[config.mk]
export PLATFORM = sky130hd
export DESIGN_NAME = time_based_cover_position_tracker_core
export DESIGN_NICKNAME = d
export VERILOG_FILES = /design/src/design/tbcpt_pkg.sv /design/src/design/time_based_cover_position_tracker_core.sv
export SDC_FILE = /design/constraint.sdc
export NUM_CORES = 1
export LEC_CHECK = 0
export BUFFER_PORTS_ARGS = -buffer_cell sky130_fd_sc_hd__buf_2
export CAP_MARGIN = 10
export CORE_MARGIN = 2
export CORE_UTILIZATION = 35
export DETAILED_ROUTE_END_ITERATION = 8
export GPL_ROUTABILITY_DRIVEN = 0
export REMOVE_ABC_BUFFERS = 1
export SLEW_MARGIN = 40
export SYNTH_ARGS = -nofsm -noshare
export SYNTH_HDL_FRONTEND = slang
export SYNTH_SLANG_ARGS = --single-unit
[constraint.sdc]
create_clock -name i_clk -period 17.45 [get_ports i_clk]
set_input_delay 1.745 -clock i_clk [delete_from_list [all_inputs] [get_ports i_clk]]
set_output_delay 1.745 -clock i_clk [all_outputs]
set_load 0.005 [all_outputs]
[src/design/tbcpt_pkg.sv]
// Package for the time-based cover position tracker: codes, constants, field
// layout and the helper that starts a direction of travel.
// No dependencies; imported by the core and by its checker.
package tbcpt_pkg;

    localparam int unsigned PosW  = 32;
    localparam int unsigned StepW = 32;

    localparam logic [PosW-1:0]  PosOpen   = 32'h8000_0000;
    localparam logic [PosW-1:0]  PosClosed = 32'h0000_0000;
    localparam logic [PosW-1:0]  PosHalf   = 32'h4000_0000;
    localparam logic [StepW-1:0] StepReset = 32'd35791;

    // Stream widths; the data widths are padded to whole bytes
    localparam int unsigned InDataW  = 32;
    localparam int unsigned InUserW  = 2;
    localparam int unsigned OutDataW = 40;

    typedef enum logic [1:0] {
        CMD_TICK   = 2'd0,
        CMD_STOP   = 2'd1,
        CMD_TOGGLE = 2'd2,
        CMD_MOVE   = 2'd3
    } t_cmd;

    typedef enum logic [1:0] {
        OP_IDLE    = 2'd0,
        OP_OPENING = 2'd1,
        OP_CLOSING = 2'd2
    } t_op;

    typedef enum logic [1:0] {
        PULSE_NONE  = 2'd0,
        PULSE_STOP  = 2'd1,
        PULSE_OPEN  = 2'd2,
        PULSE_CLOSE = 2'd3
    } t_pulse;

    typedef enum logic [1:0] {
        REG_OPEN_STEP     = 2'd0,
        REG_CLOSE_STEP    = 2'd1,
        REG_HAS_ENDSTOP   = 2'd2,
        REG_MANUAL_SWITCH = 2'd3
    } t_reg;

    typedef struct packed {
        t_pulse pulse;
        t_op    op;
        logic   last_closing;
    } t_dir_res;

    // Starting the direction already under way changes nothing; asking for
    // idle always gives a stop pulse.
    function automatic t_dir_res begin_dir(t_op dir, t_op op, logic last_closing);
        t_dir_res r;
        r.pulse        = PULSE_NONE;
        r.op           = op;
        r.last_closing = last_closing;
        if (!(dir == op && dir != OP_IDLE)) begin
            r.op = dir;
            case (dir)
                OP_OPENING: begin
                    r.last_closing = 1'b0;
                    r.pulse        = PULSE_OPEN;
                end
                OP_CLOSING: begin
                    r.last_closing = 1'b1;
                    r.pulse        = PULSE_CLOSE;
                end
                default: r.pulse = PULSE_STOP;
            endcase
        end
        return r;
    endfunction

    function automatic logic is_end(logic [PosW-1:0] p);
        return (p == PosOpen) || (p == PosClosed);
    endfunction

endpackage

[src/design/time_based_cover_position_tracker_core.sv]
// Channel  | Direction | Payload (lowest bit first)                  | Accept
// ---------+-----------+---------------------------------------------+-------------------
// s_axis   | in        | tuser: cmd; tdata: goal_position            | tvalid && tready
// m_axis   | out       | tdata: motor_command, position_now, motion, | tvalid && tready
//          |           |        arrived, zero padding                |
// cfg      | in        | index, data (register write)                | valid && ready
//
// Top level of the time-based cover position tracker. Depends on tbcpt_pkg.
// One item is taken per clock cycle while s_axis_tready is high: the add,
// clamp and compare on the position register all complete in the cycle the
// item is accepted, and the result is written to the output register (or to
// the skid register if the output is stalled).
// Reset is synchronous on i_rst_n low: position returns to half open, target
// to closed, motion to idle, and both steps to their default of 35791.
// s_axis_tready falls only while the skid register holds an item, so input
// and output stalls are decoupled by one item of buffering.
module time_based_cover_position_tracker_core (
    input  logic                          i_clk,
    input  logic                          i_rst_n,
    // tuser: cmd[1:0]
    input  logic [tbcpt_pkg::InUserW-1:0]  s_axis_tuser,
    // tdata: goal_position[31:0]
    input  logic [tbcpt_pkg::InDataW-1:0]  s_axis_tdata,
    input  logic                          s_axis_tvalid,
    output logic                          s_axis_tready,
    // tdata: motor_command[1:0], position_now[33:2], motion[35:34],
    //        arrived[36], zero[39:37]
    output logic [tbcpt_pkg::OutDataW-1:0] m_axis_tdata,
    output logic                          m_axis_tvalid,
    input  logic                          m_axis_tready,
    input  logic                          i_cfg_valid,
    output logic                          o_cfg_ready,
    input  logic [1:0]                    i_cfg_index,
    input  logic [31:0]                   i_cfg_data
);
    import tbcpt_pkg::*;

    // Configuration registers
    logic [StepW-1:0] r_open_step;
    logic [StepW-1:0] r_close_step;
    logic             r_has_endstop;
    logic             r_manual_switch;

    // Tracker state
    logic [PosW-1:0] r_pos;
    logic [PosW-1:0] r_target;
    t_op             r_op;
    logic            r_last_closing;

    logic [PosW-1:0] n_pos;
    logic [PosW-1:0] n_target;
    t_op             n_op;
    logic            n_last_closing;

    // Output register and skid register
    logic [OutDataW-1:0] r_out;
    logic                r_out_valid;
    logic [OutDataW-1:0] r_skid;
    logic                r_skid_valid;

    logic            in_fire;
    logic            out_pop;
    t_cmd            cmd;
    logic [PosW-1:0] goal;
    t_pulse          pulse;
    logic            arrived;
    logic [PosW:0]   open_sum;
    logic            hit;
    t_op             dir;
    t_dir_res        dres;
    logic [OutDataW-1:0] result;

    assign o_cfg_ready   = 1'b1;
    assign s_axis_tready = !r_skid_valid;
    assign in_fire       = s_axis_tvalid && s_axis_tready;
    assign out_pop       = r_out_valid && m_axis_tready;
    assign m_axis_tvalid = r_out_valid;
    assign m_axis_tdata  = r_out;

    assign cmd  = t_cmd'(s_axis_tuser);
    // A goal beyond fully open is held at fully open
    assign goal = (s_axis_tdata > PosOpen) ? PosOpen : s_axis_tdata;

    assign open_sum = {1'b0, r_pos} + {1'b0, r_open_step};

    always_comb begin
        n_pos          = r_pos;
        n_target       = r_target;
        n_op           = r_op;
        n_last_closing = r_last_closing;
        pulse          = PULSE_NONE;
        arrived        = 1'b0;
        hit            = 1'b0;
        dir            = OP_IDLE;
        dres           = begin_dir(OP_IDLE, r_op, r_last_closing);

        case (cmd)
            CMD_TICK: begin
                if (r_op == OP_OPENING || r_op == OP_CLOSING) begin
                    if (r_op == OP_OPENING) begin
                        n_pos = (open_sum > {1'b0, PosOpen}) ? PosOpen
                                                             : open_sum[PosW-1:0];
                        hit   = n_pos >= r_target;
                    end else begin
                        n_pos = (r_close_step >= r_pos) ? PosClosed
                                                        : r_pos - r_close_step;
                        hit   = n_pos <= r_target;
                    end
                    if (hit) begin
                        arrived = 1'b1;
                        n_op    = OP_IDLE;
                        // An end-stop cover halts itself at either end
                        if (!(r_has_endstop && is_end(r_target))) begin
                            pulse = dres.pulse;
                        end
                    end
                end
            end
            CMD_STOP: begin
                pulse = dres.pulse;
                n_op  = dres.op;
            end
            CMD_TOGGLE: begin
                if (r_op != OP_IDLE) begin
                    dir = OP_IDLE;
                end else if (r_pos == PosClosed || r_last_closing) begin
                    dir      = OP_OPENING;
                    n_target = PosOpen;
                end else begin
                    dir      = OP_CLOSING;
                    n_target = PosClosed;
                end
                dres           = begin_dir(dir, r_op, r_last_closing);
                pulse          = dres.pulse;
                n_op           = dres.op;
                n_last_closing = dres.last_closing;
            end
            default: begin
                if (goal == r_pos) begin
                    // Already there: only the manual-switch flip or the
                    // end-stop resend start a move, and only at an end.
                    dir = (goal == PosClosed) ? OP_CLOSING : OP_OPENING;
                    if ((r_manual_switch || r_has_endstop) && is_end(goal)) begin
                        if (r_manual_switch) begin
                            n_pos = (goal == PosClosed) ? PosOpen : PosClosed;
                        end
                        n_target       = goal;
                        dres           = begin_dir(dir, r_op, r_last_closing);
                        pulse          = dres.pulse;
                        n_op           = dres.op;
                        n_last_closing = dres.last_closing;
                    end
                end else begin
                    dir = (goal < r_pos) ? OP_CLOSING : OP_OPENING;
                    // With a manual switch the cover is assumed to start at
                    // the opposite end from the one requested.
                    if (r_manual_switch && is_end(goal)) begin
                        n_pos = (goal == PosClosed) ? PosOpen : PosClosed;
                    end
                    n_target       = goal;
                    dres           = begin_dir(dir, r_op, r_last_closing);
                    pulse          = dres.pulse;
                    n_op           = dres.op;
                    n_last_closing = dres.last_closing;
                end
            end
        endcase
    end

    assign result = {3'b000, arrived, n_op, n_pos, pulse};

    always_ff @(posedge i_clk) begin
        if (!i_rst_n) begin
            r_open_step     <= StepReset;
            r_close_step    <= StepReset;
            r_has_endstop   <= 1'b0;
            r_manual_switch <= 1'b0;
        end else if (i_cfg_valid && o_cfg_ready) begin
            unique case (t_reg'(i_cfg_index))
                REG_OPEN_STEP:     r_open_step     <= i_cfg_data;
                REG_CLOSE_STEP:    r_close_step    <= i_cfg_data;
                REG_HAS_ENDSTOP:   r_has_endstop   <= i_cfg_data[0];
                REG_MANUAL_SWITCH: r_manual_switch <= i_cfg_data[0];
                default: ;
            endcase
        end
    end

    always_ff @(posedge i_clk) begin
        if (!i_rst_n) begin
            r_pos          <= PosHalf;
            r_target       <= PosClosed;
            r_op           <= OP_IDLE;
            r_last_closing <= 1'b0;
        end else if (in_fire) begin
            r_pos          <= n_pos;
            r_target       <= n_target;
            r_op           <= n_op;
            r_last_closing <= n_last_closing;
        end
    end

    // The skid register fills only when a new item arrives while the output
    // register is held; it drains into the output register when that empties.
    always_ff @(posedge i_clk) begin
        if (!i_rst_n) begin
            r_out_valid  <= 1'b0;
            r_skid_valid <= 1'b0;
        end else if (r_skid_valid) begin
            if (out_pop) begin
                r_skid_valid <= 1'b0;
            end
        end else if (in_fire) begin
            if (!r_out_valid || out_pop) begin
                r_out_valid <= 1'b1;
            end else begin
                r_skid_valid <= 1'b1;
            end
        end else if (out_pop) begin
            r_out_valid <= 1'b0;
        end
    end

    always_ff @(posedge i_clk) begin
        if (r_skid_valid) begin
            if (out_pop) begin
                r_out <= r_skid;
            end
        end else if (in_fire) begin
            if (!r_out_valid || out_pop) begin
                r_out <= result;
            end else begin
                r_skid <= result;
            end
        end
    end

endmodule

==> flow_summary.yaml, run 1 <==
clocking:
  root_buffer: "clkbuf_16"
  cts_max_level: 1
  cts_resized: 0
  cts_setup_buffers: 0
  clock_sinks: 209
  cts_tree: "built"
  hold_buffers: 0
  cts_buffer_depth: 3
  cts_buffers: 25
  clock_latency_ns: 0.57
  clkTransAtPathRegs_ns: 0.07
layout:
  nFillCells: 4586
  seqCellArea_um2: 4930
  drive_gt1_frac: 0.123
  multi_input_area_um2: 10200
  nNetsFinal: 2280
  areaGrowthSynthToFinish_pct: 12.7
  instances_no_fill: 2658
  postLayoutCoreUtil: 0.399
power:
  powerDensity_nw_per_um2: 82.2
  leakage_nw: 7.49
  peakVddDrop_mv: 0.0766
floorplanning:
  start_util: 0.354
  die_area_um2: 47600
  core.rowCount: 78
  io_pins: 116
  die_h_um: 218
  coreArea_um2: 45300
  die_w_um: 218
sta:
  fin_crit_ns: 7.09
  setup_viol: 0
  rsz0062_at_grt: "false"
  fmax_mhz: 141
  slew_headroom: 0.443
  timing.final.ws_setup_ns: 10.36
  fin_skew_ns: 0.0139
  finalSetupTns_ns: 0
  hold_viol: 0
  final_max_slew_viol_count: 0
  tightest_slew_ns: 0.831
  finalCritPeriodShare: 0.406
synthesis:
  synth-seq-area-share: 0.307
  synth_top_cell_by_area: "dfxtp_1"
  yosysTopAreaCellShare: 0.168
  avgSynthCellArea_um2: 8.12
  yosys_warnings: 0
  synth-seq-cells: 209
  synth_edf_count: 74
  async_reset_ff_frac: 0
  ys.flop_type: "dfxtp_1"
  syn_area_um2: 16000
  syn_inst: 1975
  ys_types: 89
  synth_area_leaders: "dfxtp_1, edfxtp_1, ha_1"
global_route:
  grt.total_usage: 0.245
  grt_pass1_vias: 14893
  antenna_found_initial: 1
  grt_pass1_wl_mm: 89.5
  grt_max_degree: 48
  grt-ovfl-total: 0
setup_path:
  start_kind: "flip-flop"
  cp.arrival_ns: 7.40
  critical_path_class: "reg -> reg"
  endpoint_kind: "flip-flop"
  cp.required_ns: 17.76
  critPathMaxFanout: 22
drt:
  dr.pass1.iters: 8
  wl_per_cell_um: 22.3
  dr.first_iter.drc_count: 1629
  via_count: 15819
  drc: 0
  wl_mm: 59.3
  vias_per_cell: 5.95
  postRouteAntennaNets: 0
place:
  pre_cts_slack_ns: 10.64
  io_buffers: 111
  dp_hpwl_mm: 46.4
  dp_cells: 2612
worst_hold_path:
  hold_path.class: "reg -> reg"
run_status:
  status: "completed"
job:
  drv_cap: 0
-- layout by cell type (no fill, tap or decap), drive strengths merged, types with 53 or more instances in the layout --
| cell | instances |
|---|---|
| nor2 | 153 |
| buf | 141 |
| nand2 | 235 |
| and2 | 53 |
| edfxtp | 74 |
| inv | 135 |
| ha | 166 |
| a21oi | 170 |
| a21o | 65 |
| o21ai | 100 |
| dfxtp | 135 |
-- worst max-delay path: stages, from the launching register on --
cell	delay [ns]
dfxtp_1	0.43
ha_1	0.24
inv_1	0.06
fa_1	0.39
nor2b_1	0.23
o221ai_1	0.25
a211oi_1	0.73
o21a_1	0.33
mux2i_1	0.20
nand4b_1	0.12
or4b_1	0.60
nor4b_4	0.37
nor2_4	0.19
nor3_2	0.26
ha_1	0.30
a21o_1	0.16
a21o_1	0.18
a21o_1	0.18
a21o_1	0.17
a21o_1	0.17
a21oi_1	0.17
o21ai_0	0.10
a21oi_1	0.54
nor3_1	0.14
mux2_2	0.30
-- layout make-up --
type | instances | area share
diodes | 1 | 0.000138
well taps | 600 | 0.0415
inverters | 135 | 0.0281
clock inverters | 11 | 0.00962
clock buffers | 34 | 0.0381
multi-input cells | 1527 | 0.566
repair buffers | 141 | 0.0440
flip-flops and latches | 209 | 0.273
-- stage by stage --
stage / total power, W / area [um^2] / hold WS, ns
2_1_floorplan: 0.000784 / 15600 / 0.431
3_3_place_gp: 0.000909 / 17100 / 0.445
3_5_place_dp: 0.000917 / 17200 / 0.447
4_1_cts: 0.00148 / 18100 / 0.455
5_1_grt: 0.00154 / 18100 / 0.476
6_report: 0.00149 / 18100 / 0.454
-- synth_stat cells (all sizes together) (21+ instances only) --
master  number
a211oi      21
a21o        65
a21oi      170
a22oi       35
and2        53
clkbuf      91
dfxtp      135
edfxtp      74
ha         166
inv        134
mux2        23
nand2      235
nand3       41
nand4       35
nor2       153
nor2b       28
nor3        36
nor4        26
o211ai      24
o21a        33
o21ai      100
xnor2       25
-- flip-flops by register name (all words and copies together) (netlist names) --
name and cells:
r_manual_switch 1, r_last_closing 1, r_skid 37, r_op 2
r_target 32, m_axis_tvalid 1, r_skid_valid 1, r_close_step 32
r_pos 32, m_axis_tdata 37, r_has_endstop 1, r_open_step 32
-- layer usage --
metal	up-vias	global-route usage	wire, um
li1	7340	-	-
met5	-	0	0
met1	7464	0.314	24300
met3	209	0.0557	5490
met2	806	0.383	25700
met4	0	0.131	3810
-- kinds of logic after synthesis --
kind of cell | share of synthesized area
buffers and inverters | 0.0593
AOI/OAI and AO/OA | 0.253
xor gates and xnor gates | 0.0240
adders and majority gates | 0.132
other | 0.000468
muxes | 0.0218
and+or+nand+nor | 0.202
DFF | 0.307
-- power breakdown --
| part | internal (W) | switching (W) | total, W |
|---|---|---|---|
| clock network | 0.000337 | 0.000226 | 0.000563 |
| registers | 0.000527 | 0.0000147 | 0.000542 |
| logic | 0.000139 | 0.000241 | 0.000381 |
| total | 0.00100 | 0.000482 | 0.00149 |
-- final timing paths --
check                                startpoint                             to  slack [ns]  cells after the start
setup / recovery          r_pos[0]$_SDFFE_PN0P_     m_axis_tdata[36]$_DFFE_PP_       10.36                     24
hold / removal    r_close_step[10]$_SDFFE_PN0P_  r_close_step[10]$_SDFFE_PN0P_        0.45                      2
setup reg to reg          r_pos[0]$_SDFFE_PN0P_     m_axis_tdata[36]$_DFFE_PP_       10.36                     24
hold reg to reg   r_close_step[10]$_SDFFE_PN0P_  r_close_step[10]$_SDFFE_PN0P_        0.45                      2
Note: power is estimated with default switching activity, not from simulation.
==> run 2: changes to the inputs <==
--- a/config.mk
+++ b/config.mk
@@ -5,6 +5,7 @@
 export SDC_FILE = /design/constraint.sdc
 export NUM_CORES = 1
 export LEC_CHECK = 0
+export ABC_AREA = 1
 export BUFFER_PORTS_ARGS = -buffer_cell sky130_fd_sc_hd__buf_2
 export CAP_MARGIN = 10
 export CORE_MARGIN = 2
==> constraint.sdc (replaced) <==
create_clock -name i_clk -period 6.65 [get_ports i_clk]
set_input_delay 0.665 -clock i_clk [delete_from_list [all_inputs] [get_ports i_clk]]
set_output_delay 0.665 -clock i_clk [all_outputs]
set_load 0.005 [all_outputs]
==> run 2 against run 1 <==
Effect of this change:
- final cell count is 25% higher
- fmax is 24% higher
- highest routed layer unchanged
- power grew to 3.0 times the previous value
- critical path type unchanged
- routed wire length is 2.3% lower
- non-clock buffer count is 7 lower
- first-iteration DRC count is 4.6% lower
- setup slack worse by 9.4 ns
==> flow_summary.yaml, run 2 <==
global_route:
  grt_pass1_wl_mm: 90.6
  grt-ovfl-total: 0
  grt-busiest-layer: "met2"
  grt.total_usage: 0.227
  use_met1: 0.329
  globalRouteMet3Util: 0.0247
  grt_util_met2: 0.349
  grt_max_degree: 101
  grt_pass1_vias: 16471
  antenna_found_initial: 0
clocking:
  clkTransAtPathRegs_ns: 0.06
  cts_max_level: 1
  cts_buffers: 24
  clock_sinks: 209
  cts_setup_buffers: 0
  root_buffer: "clkbuf_16"
  hold_buffers: 0
  clock_latency_ns: 0.55
  cts_buffer_depth: 3
  cts_tree: "built"
  cts_resized: 0
setup_path:
  endpoint: "r_skid[0]$_DFFE_PP_"
  crit_buf_inv: 5
  cp.arrival_ns: 6.00
  r2r-start: "r_pos[0]$_SDFFE_PN0P_"
  critPathMostFrequentCell: "nand2_1"
  critical_path_class: "reg -> reg"
  cp.required_ns: 6.95
  critPathMaxFanout: 13
  endpoint_kind: "flip-flop"
  crit_cells: 36
  crit_start: "r_pos[0]$_SDFFE_PN0P_"
  timing.rr.end: "r_skid[0]$_DFFE_PP_"
  start_kind: "flip-flop"
  critPathSlowestCell: "dfxtp_1"
  reg2reg_depth: 36
  path_delay_family: "simple AND/OR/NAND/NOR gates"
  r2r_setup_slack_ns: 0.95
  slowest_delay_ns: 0.53
synthesis:
  netlist_top_cells_count: "nand2_1, inv_1, a21oi_1"
  avgSynthCellArea_um2: 6.54
  ys_types: 56
  yosysTopAreaCellShare: 0.158
  synth_edf_count: 74
  synth-seq-area-share: 0.288
  ys.flop_type: "dfxtp_1"
  async_reset_ff_frac: 0
  synth_top_cell_by_area: "dfxtp_1"
  synth-seq-cells: 209
  syn_area_um2: 17100
  syn_inst: 2611
  yosys_warnings: 0
  synth_area_leaders: "dfxtp_1, nand2_1, edfxtp_1"
  synth.most_common_cell: "nand2_1"
power:
  power_frac_seq: 0.329
  peakVddDrop_mv: 0.164
  switching_share: 0.373
  leakage_nw: 9.39
  combPwrFrac: 0.357
  power.share.clock: 0.314
  intPower_w: 0.00283
  switchingPower_w: 0.00168
  powerDensity_nw_per_um2: 237
place:
  dp_hpwl_mm: 45.9
  io_buffers: 111
  dp_cells: 3272
  pre_cts_slack_ns: 0.990
sta:
  hold_slack_ns: 0.346
  setup_viol: 0
  fin_skew_ns: 0.0209
  timing.final.ws_setup_ns: 0.950
  final_max_slew_viol_count: 0
  hold_viol: 0
  fin_crit_ns: 5.70
  finalSetupTns_ns: 0
  rsz0062_at_grt: "false"
  tightest_slew_ns: 0.848
  slew_headroom: 0.430
  fmax_mhz: 175
  finalCritPeriodShare: 0.857
layout:
  n_antenna_cell: 0
  nNetsFinal: 2924
  instances_no_fill: 3316
  areaGrowthSynthToFinish_pct: 11.7
  nFillCells: 5103
  drive_gt1_frac: 0.0911
  layout_commonest_cell: "nand2_1"
  final_cell_mix: "nand2_1, inv_1, a21oi_1"
  postLayoutCoreUtil: 0.398
  seqCellArea_um2: 4930
  multi_input_area_um2: 10200
floorplanning:
  core.rowCount: 80
  die_area_um2: 50600
  io_pins: 116
  die_h_um: 225
  start_util: 0.356
  coreArea_um2: 47900
  die_w_um: 225
drt:
  drc: 0
  dr.first_iter.drc_count: 1554
  wl_mm: 57.9
  wl_per_cell_um: 17.5
  vias_per_cell: 5.24
  dr.pass1.iters: 5
  via_count: 17378
  postRouteAntennaNets: 0
job:
  drv_cap: 0
worst_hold_path:
  hold_path.class: "in -> reg"
run_status:
  status: "completed"
## run 2: changes by cell type after synthesis, moves of 31 or more
cell	before	now
inv_1	134	415
a21oi_1	168	259
nand2_1	235	695
o21ai_0	88	143
and2_1	53	3
a21o_1	65	6
o21a_1	33	2
nor2_1	152	206
a22oi_1	35	0
nand3_1	41	139
## run 2: cells by family (layout without fill, tap and decap cells)
| group | Yosys count | in the layout | share of synthesized area |
|---|---|---|---|
| buffers and inverters | 522 | 610 | 0.119 |
| flip-flops | 209 | 209 | 0.288 |
| AO/OA/AOI/OAI | 506 | 506 | 0.160 |
| AND/OR/NAND/NOR | 1170 | 1170 | 0.290 |
| adder cells (fa/ha/maj) | 168 | 168 | 0.124 |
| other | 2 | 4 | 0.000440 |
| XOR/XNOR | 34 | 34 | 0.0183 |
## run 2: worst min path at each step
| stage | start | slack, ns | end | depth (start not counted) |
|---|---|---|---|---|
| after floorplan | r_close_step[10]$_SDFFE_PN0P_ | 0.43 | r_close_step[10]$_SDFFE_PN0P_ | 2 |
| after global placement | r_target[9]$_SDFFE_PN0P_ | 0.45 | r_target[9]$_SDFFE_PN0P_ | 2 |
| after detailed placement | r_target[21]$_SDFFE_PN0P_ | 0.46 | r_target[21]$_SDFFE_PN0P_ | 2 |
| after CTS | i_cfg_data[6] | 0.33 | r_open_step[6]$_SDFFE_PN1P_ | 3 |
| after global routing | i_cfg_data[6] | 0.34 | r_open_step[6]$_SDFFE_PN1P_ | 3 |
| final | i_cfg_data[8] | 0.35 | r_open_step[8]$_SDFFE_PN1P_ | 3 |
## run 2: power by group through the flow
stage	registers (W)	logic, W	clock network (W)
after floorplan	0.00149	0.00109	0
after global placement	0.00151	0.00154	0
after detailed placement	0.00151	0.00158	0
after CTS	0.00148	0.00159	0.00144
after global routing	0.00149	0.00181	0.00149
final	0.00149	0.00161	0.00142
## run 2: worst register-to-register path: cells and delay by family (launching register included)
family          cells  cell delay (ns)
compound gates      4             0.55
xor+xnor            1             0.31
fa+ha+maj           3             1.01
buf+inv             5             0.46
flops               1             0.53
simple gates       23             2.60
## run 2: cell type report
type                            instances  share of cell area
Clock buffer                           37              0.0379
Clock inverter                          7             0.00591
Multi-Input combinational cell       1882               0.533
Sequential cell                       209               0.258
Inverter                              432              0.0852
Tap cell                              615              0.0404
Timing Repair Buffer                  134              0.0392
## run 2: routing by layer
layer / vias to the layer above / wire length [um]
met2: 690 / 24500
li1: 8605 / -
met5: - / 0
met4: 0 / 1980
met3: 102 / 4550
met1: 7981 / 26900
## run 2: metrics by stage
stage / instance area, um^2 / power (W)
2_1_floorplan: 16700 / 0.00259
3_3_place_gp: 18200 / 0.00305
3_5_place_dp: 18200 / 0.00309
4_1_cts: 19100 / 0.00451
5_1_grt: 19100 / 0.00479
6_report: 19100 / 0.00452
